File: config.mk
export PLATFORM = sky130hd
export DESIGN_NAME = rotary_encoder_button_qualifier_unit
export DESIGN_NICKNAME = d
export VERILOG_FILES = /design/src/reb_pkg.sv /design/src/rotary_encoder_button_qualifier_unit.sv /design/src/reb_encoder.sv /design/src/reb_button.sv
export SDC_FILE = /design/constraint.sdc
export NUM_CORES = 1
export LEC_CHECK = 0
export BUFFER_PORTS_ARGS = -buffer_cell sky130_fd_sc_hd__buf_4
export CAP_MARGIN = 5
export CORE_MARGIN = 2
export CORE_UTILIZATION = 60
export DETAILED_ROUTE_END_ITERATION = 10
export GPL_TIMING_DRIVEN = 0
export PLACE_DENSITY = 0.87
export RECOVER_POWER = 100
export SLEW_MARGIN = 5
export SYNTH_ARGS = -nofsm -noshare
export SYNTH_HDL_FRONTEND = slang
export SYNTH_HIERARCHICAL = 1
export SYNTH_SLANG_ARGS = --single-unit
File: constraint.sdc
create_clock -name clk_i -period 6.3 [get_ports clk_i]
set_input_delay 0.315 -clock clk_i [delete_from_list [all_inputs] [get_ports clk_i]]
set_output_delay 0.315 -clock clk_i [all_outputs]
set_load 0.01 [all_outputs]
File: src/reb_pkg.sv
package reb_pkg;

  // Highest acceleration level that growth may reach.
  localparam logic [11:0] ACCEL_TOP = 12'd3072;

  // Steps-per-notch settings that divide the count; any other value counts single steps.
  localparam logic [2:0] SPN_HALF    = 3'd2;
  localparam logic [2:0] SPN_QUARTER = 3'd4;

  typedef enum logic [1:0] {
    ACT_TICK        = 2'd0,
    ACT_READ_VALUE  = 2'd1,
    ACT_READ_BUTTON = 2'd2,
    ACT_NONE        = 2'd3
  } action_e;

  typedef enum logic [2:0] {
    BTN_OPEN     = 3'd0,
    BTN_HELD     = 3'd1,
    BTN_RELEASED = 3'd2,
    BTN_CLICKED  = 3'd3,
    BTN_DOUBLE   = 3'd4
  } btn_state_e;

  typedef enum logic [2:0] {
    CFG_STEPS_PER_NOTCH     = 3'd0,
    CFG_DOUBLE_CLICK_ENABLE = 3'd1,
    CFG_ACCEL_ENABLE        = 3'd2,
    CFG_BUTTON_INTERVAL     = 3'd3,
    CFG_DOUBLE_CLICK_WINDOW = 3'd4,
    CFG_HOLD_LIMIT          = 3'd5,
    CFG_ACCEL_STEP_UP       = 3'd6,
    CFG_ACCEL_STEP_DOWN     = 3'd7
  } cfg_idx_e;

  typedef struct packed {
    logic [2:0] steps_per_notch;
    logic       double_click_enable;
    logic       accel_enable;
    logic [7:0] button_interval;
    logic [7:0] double_click_window;
    logic [7:0] hold_limit;
    logic [7:0] accel_step_up;
    logic [7:0] accel_step_down;
  } cfg_t;

endpackage

File: src/rotary_encoder_button_qualifier_unit.sv
// A transaction taken into the input register is applied when it advances from there, and
// the edge at which it advances also loads its result (if any) into the result register;
// m_axis_tvalid rises after that edge. Throughput: one transaction per cycle; a read waits
// only while an untaken result sits in the result register. Reset (rst_ni low, asynchronous)
// clears both stream stages, the encoder and button state, and loads every configuration
// register with its default.
module rotary_encoder_button_qualifier_unit (
  input  logic       clk_i,
  input  logic       rst_ni,
  // Input stream.
  input  logic       s_axis_tvalid,
  output logic       s_axis_tready,
  input  logic [7:0] s_axis_tdata,   // [0] pin_a, [1] pin_b, [2] pin_button, [7:3] zero
  input  logic [1:0] s_axis_tuser,   // [1:0] action
  // Result stream.
  output logic       m_axis_tvalid,
  input  logic       m_axis_tready,
  output logic [7:0] m_axis_tdata,   // [4:0] value (signed), [7:5] button_state
  // Configuration write channel.
  input  logic       cfg_valid_i,
  output logic       cfg_ready_o,
  input  logic [2:0] cfg_index_i,
  input  logic [7:0] cfg_data_i
);
  import reb_pkg::*;

  // Configuration registers. Writes are always taken; the user writes only while idle.
  cfg_t cfg_q, cfg_d;

  assign cfg_ready_o = 1'b1;

  always_comb begin
    cfg_d = cfg_q;
    if (cfg_valid_i) begin
      unique case (cfg_idx_e'(cfg_index_i))
        CFG_STEPS_PER_NOTCH:     cfg_d.steps_per_notch     = cfg_data_i[2:0];
        CFG_DOUBLE_CLICK_ENABLE: cfg_d.double_click_enable = cfg_data_i[0];
        CFG_ACCEL_ENABLE:        cfg_d.accel_enable        = cfg_data_i[0];
        CFG_BUTTON_INTERVAL:     cfg_d.button_interval     = cfg_data_i;
        CFG_DOUBLE_CLICK_WINDOW: cfg_d.double_click_window = cfg_data_i;
        CFG_HOLD_LIMIT:          cfg_d.hold_limit          = cfg_data_i;
        CFG_ACCEL_STEP_UP:       cfg_d.accel_step_up       = cfg_data_i;
        CFG_ACCEL_STEP_DOWN:     cfg_d.accel_step_down     = cfg_data_i;
        default:                 cfg_d = cfg_q;
      endcase
    end
  end

  always_ff @(posedge clk_i or negedge rst_ni) begin
    if (!rst_ni) begin
      cfg_q.steps_per_notch     <= 3'd1;
      cfg_q.double_click_enable <= 1'b1;
      cfg_q.accel_enable        <= 1'b1;
      cfg_q.button_interval     <= 8'd30;
      cfg_q.double_click_window <= 8'd20;
      cfg_q.hold_limit          <= 8'd40;
      cfg_q.accel_step_up       <= 8'd25;
      cfg_q.accel_step_down     <= 8'd2;
    end else begin
      cfg_q <= cfg_d;
    end
  end

  // Input register. The item held here is applied to the state in the cycle it advances,
  // and its result (if any) is captured in the result register at the same edge.
  logic       in_valid_q;
  action_e    in_action_q;
  logic       in_pin_a_q;
  logic       in_pin_b_q;
  logic       in_pin_button_q;

  logic       has_result;
  logic       out_free;
  logic       advance;
  logic       tick_en;
  logic       read_value_en;
  logic       read_button_en;

  logic signed [4:0] enc_value;
  btn_state_e        btn_state;

  logic       out_valid_q;
  logic [7:0] out_data_q;

  assign has_result = (in_action_q == ACT_READ_VALUE) || (in_action_q == ACT_READ_BUTTON);
  assign out_free   = !out_valid_q || m_axis_tready;
  // A tick or an empty action never waits on the result side.
  assign advance    = in_valid_q && (!has_result || out_free);
  assign s_axis_tready = !in_valid_q || advance;

  assign tick_en        = advance && (in_action_q == ACT_TICK);
  assign read_value_en  = advance && (in_action_q == ACT_READ_VALUE);
  assign read_button_en = advance && (in_action_q == ACT_READ_BUTTON);

  always_ff @(posedge clk_i or negedge rst_ni) begin
    if (!rst_ni) begin
      in_valid_q <= 1'b0;
    end else if (s_axis_tready) begin
      in_valid_q <= s_axis_tvalid;
    end
  end

  always_ff @(posedge clk_i) begin
    if (s_axis_tready && s_axis_tvalid) begin
      in_action_q     <= action_e'(s_axis_tuser);
      in_pin_a_q      <= s_axis_tdata[0];
      in_pin_b_q      <= s_axis_tdata[1];
      in_pin_button_q <= s_axis_tdata[2];
    end
  end

  reb_encoder u_encoder (
    .clk_i   (clk_i),
    .rst_ni  (rst_ni),
    .cfg_i   (cfg_q),
    .tick_i  (tick_en),
    .read_i  (read_value_en),
    .pin_a_i (in_pin_a_q),
    .pin_b_i (in_pin_b_q),
    .value_o (enc_value)
  );

  reb_button u_button (
    .clk_i        (clk_i),
    .rst_ni       (rst_ni),
    .cfg_i        (cfg_q),
    .tick_i       (tick_en),
    .read_i       (read_button_en),
    .pin_button_i (in_pin_button_q),
    .state_o      (btn_state)
  );

  // Result register. Reads see the state as it stood before the read's own update.
  always_ff @(posedge clk_i or negedge rst_ni) begin
    if (!rst_ni) begin
      out_valid_q <= 1'b0;
    end else if (advance && has_result) begin
      out_valid_q <= 1'b1;
    end else if (m_axis_tready) begin
      out_valid_q <= 1'b0;
    end
  end

  always_ff @(posedge clk_i) begin
    if (read_value_en) begin
      out_data_q <= {3'(BTN_OPEN), enc_value};
    end else if (read_button_en) begin
      out_data_q <= {3'(btn_state), 5'd0};
    end
  end

  assign m_axis_tvalid = out_valid_q;
  assign m_axis_tdata  = out_data_q;

  a_result_loaded: assert property (@(posedge clk_i) disable iff (!rst_ni)
    advance && has_result |=> m_axis_tvalid)
    else $error("result transaction not presented");

  a_read_waits: assert property (@(posedge clk_i) disable iff (!rst_ni)
    in_valid_q && has_result && m_axis_tvalid && !m_axis_tready |=> in_valid_q)
    else $error("read transaction dropped while result stalled");

  a_tick_never_blocks: assert property (@(posedge clk_i) disable iff (!rst_ni)
    in_valid_q && !has_result |-> s_axis_tready)
    else $error("tick transaction blocked the input stream");

endmodule

File: src/reb_encoder.sv
module reb_encoder (
  input  logic               clk_i,
  input  logic               rst_ni,
  input  reb_pkg::cfg_t      cfg_i,
  input  logic               tick_i,
  input  logic               read_i,
  input  logic               pin_a_i,
  input  logic               pin_b_i,
  output logic signed [4:0]  value_o
);
  import reb_pkg::*;

  logic [1:0]  phase_q, phase_d;
  logic [15:0] count_q, count_d;
  logic [11:0] accel_q, accel_d;

  logic [11:0] accel_dec;
  logic [1:0]  curr_phase;
  logic [1:0]  phase_diff;
  logic        moved;
  logic [12:0] grow_sum;
  logic        can_grow;
  logic [3:0]  mag_add;
  logic [3:0]  mag;
  logic [15:0] thresh;

  always_comb begin
    accel_dec  = (accel_q < {4'd0, cfg_i.accel_step_down}) ? 12'd0
                 : accel_q - {4'd0, cfg_i.accel_step_down};
    // Gray phase from the active-low pins.
    curr_phase = {~pin_b_i, pin_a_i ^ pin_b_i};
    phase_diff = phase_q - curr_phase;
    moved      = phase_diff[0];
    grow_sum   = {1'b0, accel_dec} + {5'd0, cfg_i.accel_step_up};
    can_grow   = (grow_sum <= {1'b0, ACCEL_TOP});

    phase_d = phase_q;
    count_d = count_q;
    accel_d = accel_q;
    if (tick_i) begin
      if (cfg_i.accel_enable) begin
        accel_d = accel_dec;
      end
      if (moved) begin
        phase_d = curr_phase;
        count_d = phase_diff[1] ? count_q + 16'd1 : count_q - 16'd1;
      end
      if (cfg_i.accel_enable && moved && can_grow) begin
        accel_d = grow_sum[11:0];
      end
    end
    if (read_i) begin
      if (cfg_i.steps_per_notch == SPN_HALF) begin
        count_d = {15'd0, count_q[0]};
      end else if (cfg_i.steps_per_notch == SPN_QUARTER) begin
        count_d = {14'd0, count_q[1:0]};
      end else begin
        count_d = 16'd0;
      end
    end
  end

  // Notch value seen from the current count and acceleration.
  always_comb begin
    mag_add = cfg_i.accel_enable ? accel_q[11:8] : 4'd0;
    mag     = (mag_add == 4'hF) ? 4'hF : mag_add + 4'd1;
    if (cfg_i.steps_per_notch == SPN_HALF) begin
      thresh = 16'd2;
    end else if (cfg_i.steps_per_notch == SPN_QUARTER) begin
      thresh = 16'd4;
    end else begin
      thresh = 16'd1;
    end
    if (count_q[15]) begin
      value_o = $signed(5'd0 - {1'b0, mag});
    end else if (count_q >= thresh) begin
      value_o = $signed({1'b0, mag});
    end else begin
      value_o = 5'sd0;
    end
  end

  always_ff @(posedge clk_i or negedge rst_ni) begin
    if (!rst_ni) begin
      phase_q <= 2'd0;
      count_q <= 16'd0;
      accel_q <= 12'd0;
    end else begin
      phase_q <= phase_d;
      count_q <= count_d;
      accel_q <= accel_d;
    end
  end

  // Growth is gated so that the level can never pass the top.
  a_accel_bounded: assert property (@(posedge clk_i) disable iff (!rst_ni)
    accel_q <= ACCEL_TOP)
    else $error("acceleration level above top");

endmodule

File: src/reb_button.sv
module reb_button (
  input  logic                clk_i,
  input  logic                rst_ni,
  input  reb_pkg::cfg_t       cfg_i,
  input  logic                tick_i,
  input  logic                read_i,
  input  logic                pin_button_i,
  output reb_pkg::btn_state_e state_o
);
  import reb_pkg::*;

  logic [7:0] tsc_q, tsc_d;
  logic [7:0] pc_q, pc_d;
  logic [7:0] cc_q, cc_d;
  btn_state_e ev_q, ev_d;

  logic [7:0] tsc_inc;
  logic       check;
  logic [7:0] pc_inc;

  always_comb begin
    tsc_inc = (tsc_q == 8'hFF) ? tsc_q : tsc_q + 8'd1;
    check   = (tsc_inc >= cfg_i.button_interval);
    pc_inc  = (pc_q == 8'hFF) ? pc_q : pc_q + 8'd1;

    tsc_d = tsc_q;
    pc_d  = pc_q;
    cc_d  = cc_q;
    ev_d  = ev_q;
    if (tick_i) begin
      tsc_d = check ? 8'd0 : tsc_inc;
      if (check) begin
        if (!pin_button_i) begin
          pc_d = pc_inc;
          if (pc_inc > cfg_i.hold_limit) begin
            ev_d = BTN_HELD;
          end
        end else begin
          if (pc_q != 8'd0) begin
            if (ev_q == BTN_HELD) begin
              ev_d = BTN_RELEASED;
              cc_d = 8'd0;
            end else if (cc_q > 8'd1) begin
              if (cc_q < cfg_i.double_click_window) begin
                ev_d = BTN_DOUBLE;
                cc_d = 8'd0;
              end
            end else if (cfg_i.double_click_enable) begin
              cc_d = (cfg_i.double_click_window != 8'd0) ? cfg_i.double_click_window : 8'd1;
            end else begin
              cc_d = 8'd1;
            end
          end
          pc_d = 8'd0;
        end
        // One countdown step per check; the click is reported when it runs out.
        if (cc_d != 8'd0) begin
          cc_d = cc_d - 8'd1;
          if (cc_d == 8'd0) begin
            ev_d = BTN_CLICKED;
          end
        end
      end
    end
    if (read_i && (ev_q != BTN_HELD)) begin
      ev_d = BTN_OPEN;
    end
  end

  assign state_o = ev_q;

  always_ff @(posedge clk_i or negedge rst_ni) begin
    if (!rst_ni) begin
      tsc_q <= 8'd0;
      pc_q  <= 8'd0;
      cc_q  <= 8'd0;
      ev_q  <= BTN_OPEN;
    end else begin
      tsc_q <= tsc_d;
      pc_q  <= pc_d;
      cc_q  <= cc_d;
      ev_q  <= ev_d;
    end
  end

endmodule

==> results.txt <==
Synth top area share - 0.271
Area occupied by multi-input gates - 4780 um2
Cell variety after synth - 92
Synth async-reset ratio - 0.889
DIE HEIGHT - 121 um
DRT iter0 DRCs - 570
DRT Pass-1 Iters - 5
Layout cells sized above 1 - 0.148
Total number of vias - 6,639
Setup bufs post-CTS - 0
CTS Sinks - 117
RR Startpoint - cfg_q[1]
Final Hold Fails - 0
Min-delay src - s_axis_tuser[1]
Starting Density - 0.619
Post-synthesis sequential area ratio - 0.362
Post-Route WL - 18,500 um
Worst vdd ir - 0.250 mV
Nets - 1,006
Unrepaired setup endpoints after global routing - false
Filler cells - 999
DRC viols - 0
Data arrival, critical path - 5.81 ns
P&R area growth vs syn - 11.0%
First-pass GRT wire length - 31,500 um
Setup violators final - 0
Worst slew pin tran - 1.08 ns
Setup CP Type - reg2reg
Largest cells by area after synthesis - dfrtp_1, ha_1, mux2_2, dfstp_2, nand2_1
Final Cycle Share - 0.874
Clk_lat worst skew - 0.43 ns
Die area - 14,700 um2
EDFF count, synth - 10
Worst Hold Path EP - in_action_q[1]
Post-Syn Instances - 863
Vias in the first global route - 6,687
Via/cell ratio - 6.04
Total clock buffers created by CTS - 17
Reg-to-Reg End - u_encoder/accel_q[2]
Post-CTS resize count - 0
Outcome - completed
CP startpoint kind - flop
GRT Overall Usage - 0.271
CP max FO - 10
Post-layout min period - 5.51 ns
I/O Pins - 37
Rel. slew slack - 0.277
Yosys warns - 6
LEAKAGE - 0.00408 uW
Antenna violations before repair - 0
CP Capture Type - flop
Setup Skew - 0.00864 ns
Grt total ovfl - 0
Final hold slack - 0.0863 ns
Worst Hold Class - in2reg
GPL Wtd Cong - 0.910
Final count of pins violating max slew - 0
R2r worst-path depth - 21
Cell Rows - 42
Final HPWL DP - 13,000 um
FF+latch count, synth - 117
Worst EP required - 6.60 ns
H-tree levels - 4
Die Wd - 121 um
Clock root buffer - clkbuf_16
Final Core Density - 0.687
Post-Syn Area - 8230 um2
Remaining antenna violation count - 0
Power density cells - 527 nW/um2
Core Area - 13,300 um2
Antenna cells - 0
Synth area leader - dfrtp_1
Post-CTS Hold Buffers - 0
Average cell area after synthesis - 9.53 um2
Fmax - 182 MHz
CTS tree - built
Clock transition at path regs - 0.06 ns
Routed len/inst - 16.9 um
FF+latch area - 2980 um2
Dominant synthesized flop cell - dfrtp_1
Max Buffers Root-to-Sink - 2
Hold depth - 1
Setup slack, reg-to-reg - 0.79 ns
Syn_nets - 959
I/O Buffers - 26
Setup TNS - 0 ns
Maxcap violations - 0
Largest net degree at the start of global routing - 105
==> power breakdown <==
| part | internal, uW | switching [uW] | leakage [uW] | total [uW] |
|---|---|---|---|---|
| sequential | 973 | 192 | 0.00141 | 1160 |
| clock | 622 | 371 | 0.000285 | 993 |
| combinational | 1150 | 1510 | 0.00239 | 2660 |
| total | 2740 | 2070 | 0.00408 | 4820 |
==> synth_stat cells (all sizes together), types with 6 or more instances <==
master	count
nand4	10
a21o	15
or3	7
and3	8
a21oi	53
and4	6
a31oi	7
or2	8
clkbuf	16
ha	67
nand3b	6
nor2b	9
dfstp	15
nand2	86
nand3	22
edfxtp	10
o31ai	7
dfrtp	89
a211oi	7
xor2	15
mux2i	9
xnor2	23
nand2b	16
inv	54
and2	15
o211ai	11
nor3	22
nor2	55
mux2	47
o21bai	6
o21a	12
nor4	6
a22o	6
o21ai	47
buf	11
==> worst max-delay path, stage by stage, from the launching register on <==
cell	delay, ns
dfstp_2	0.53
inv_1	0.07
fa_1	0.48
a211oi_1	0.30
o211ai_1	0.20
nand2_1	0.18
and3_1	0.17
clkbuf_1	0.31
nor2_1	0.11
ha_1	0.22
fa_1	0.42
a211oi_1	0.30
o21ai_1	0.15
a21o_1	0.20
a21oi_1	0.32
or2_0	0.23
or3_4	0.16
nand3_1	0.12
o21bai_1	0.40
buf_6	0.22
mux2i_1	0.20
o21ai_0	0.10
==> worst max-delay path by stage <==
stage	start	to	slack, ns	cells past startpoint
after floorplan	cfg_q[1]	u_encoder/accel_q[3]	1.81	21
after global placement	cfg_q[1]	u_encoder/accel_q[9]	1.25	21
after detailed placement	cfg_q[1]	u_encoder/accel_q[4]	1.20	20
after CTS	cfg_q[1]	u_encoder/accel_q[9]	1.14	21
after global routing	cfg_q[1]	u_encoder/accel_q[1]	0.39	21
final	cfg_q[1]	u_encoder/accel_q[2]	0.79	21
==> logic make-up after synthesis <==
logic type | count (synthesis) | synth area share
buf+inv | 82 | 0.0441
compound gates | 207 | 0.179
xor+xnor | 38 | 0.0405
flops | 117 | 0.362
simple gates | 292 | 0.189
fa+ha+maj | 70 | 0.109
other cells | 1 | 0.000456
mux | 56 | 0.0757
==> flip-flops by register name (all words and copies together), names as in the netlist <==
name / flops
m_axis_tdata: 8
in_pin_a_q: 1
m_axis_tvalid: 1
in_pin_b_q: 1
u_button/cc_q: 8
u_encoder/accel_q: 12
in_valid_q: 1
cfg_q: 45
u_button/state_o: 3
u_button/tsc_q: 8
in_action_q: 2
u_encoder/phase_q: 2
u_encoder/count_q: 16
in_pin_button_q: 1
u_button/pc_q: 8
==> cell usage in the layout (no fill, tap or decap), types with 14 or more instances in the layout <==
cell / n
nand2_1: 85
nand3_1: 22
nor3_1: 22
o21ai_0: 37
mux2_2: 46
clkbuf_1: 30
nand2b_1: 16
dfrtp_1: 89
a21oi_1: 49
a21o_1: 14
clkbuf_16: 17
xor2_1: 15
xnor2_1: 23
ha_1: 67
inv_1: 54
nor2_1: 54
==> layout make-up <==
type | instances | share of cell area
multi-input combinational | 664 | 0.524
sequential | 117 | 0.326
clock buffer | 17 | 0.0466
tap | 176 | 0.0241
inverter | 54 | 0.0222
timing repair buffer | 28 | 0.0210
clock inverter | 15 | 0.0200
buffer | 28 | 0.0158
==> metal layers <==
metal	wire (um)	share of wire	track usage
met3	830	0.045	0.0465
met4	520	0.028	0.117
met2	9120	0.49	0.459
met5	0	0	0
met1	8050	0.43	0.340
==> through the flow <==
stage	power [uW]	worst slack (ns)	cell area (um2)	cells
after floorplan	3250	1.81	8230	863
after global placement	3670	1.25	8640	1065
after detailed placement	3780	1.20	8640	1065
after CTS	4820	1.14	9250	1097
after global routing	5190	0.391	9130	1099
final	4820	0.791	9130	1099
(Power assumes the default switching activity.)
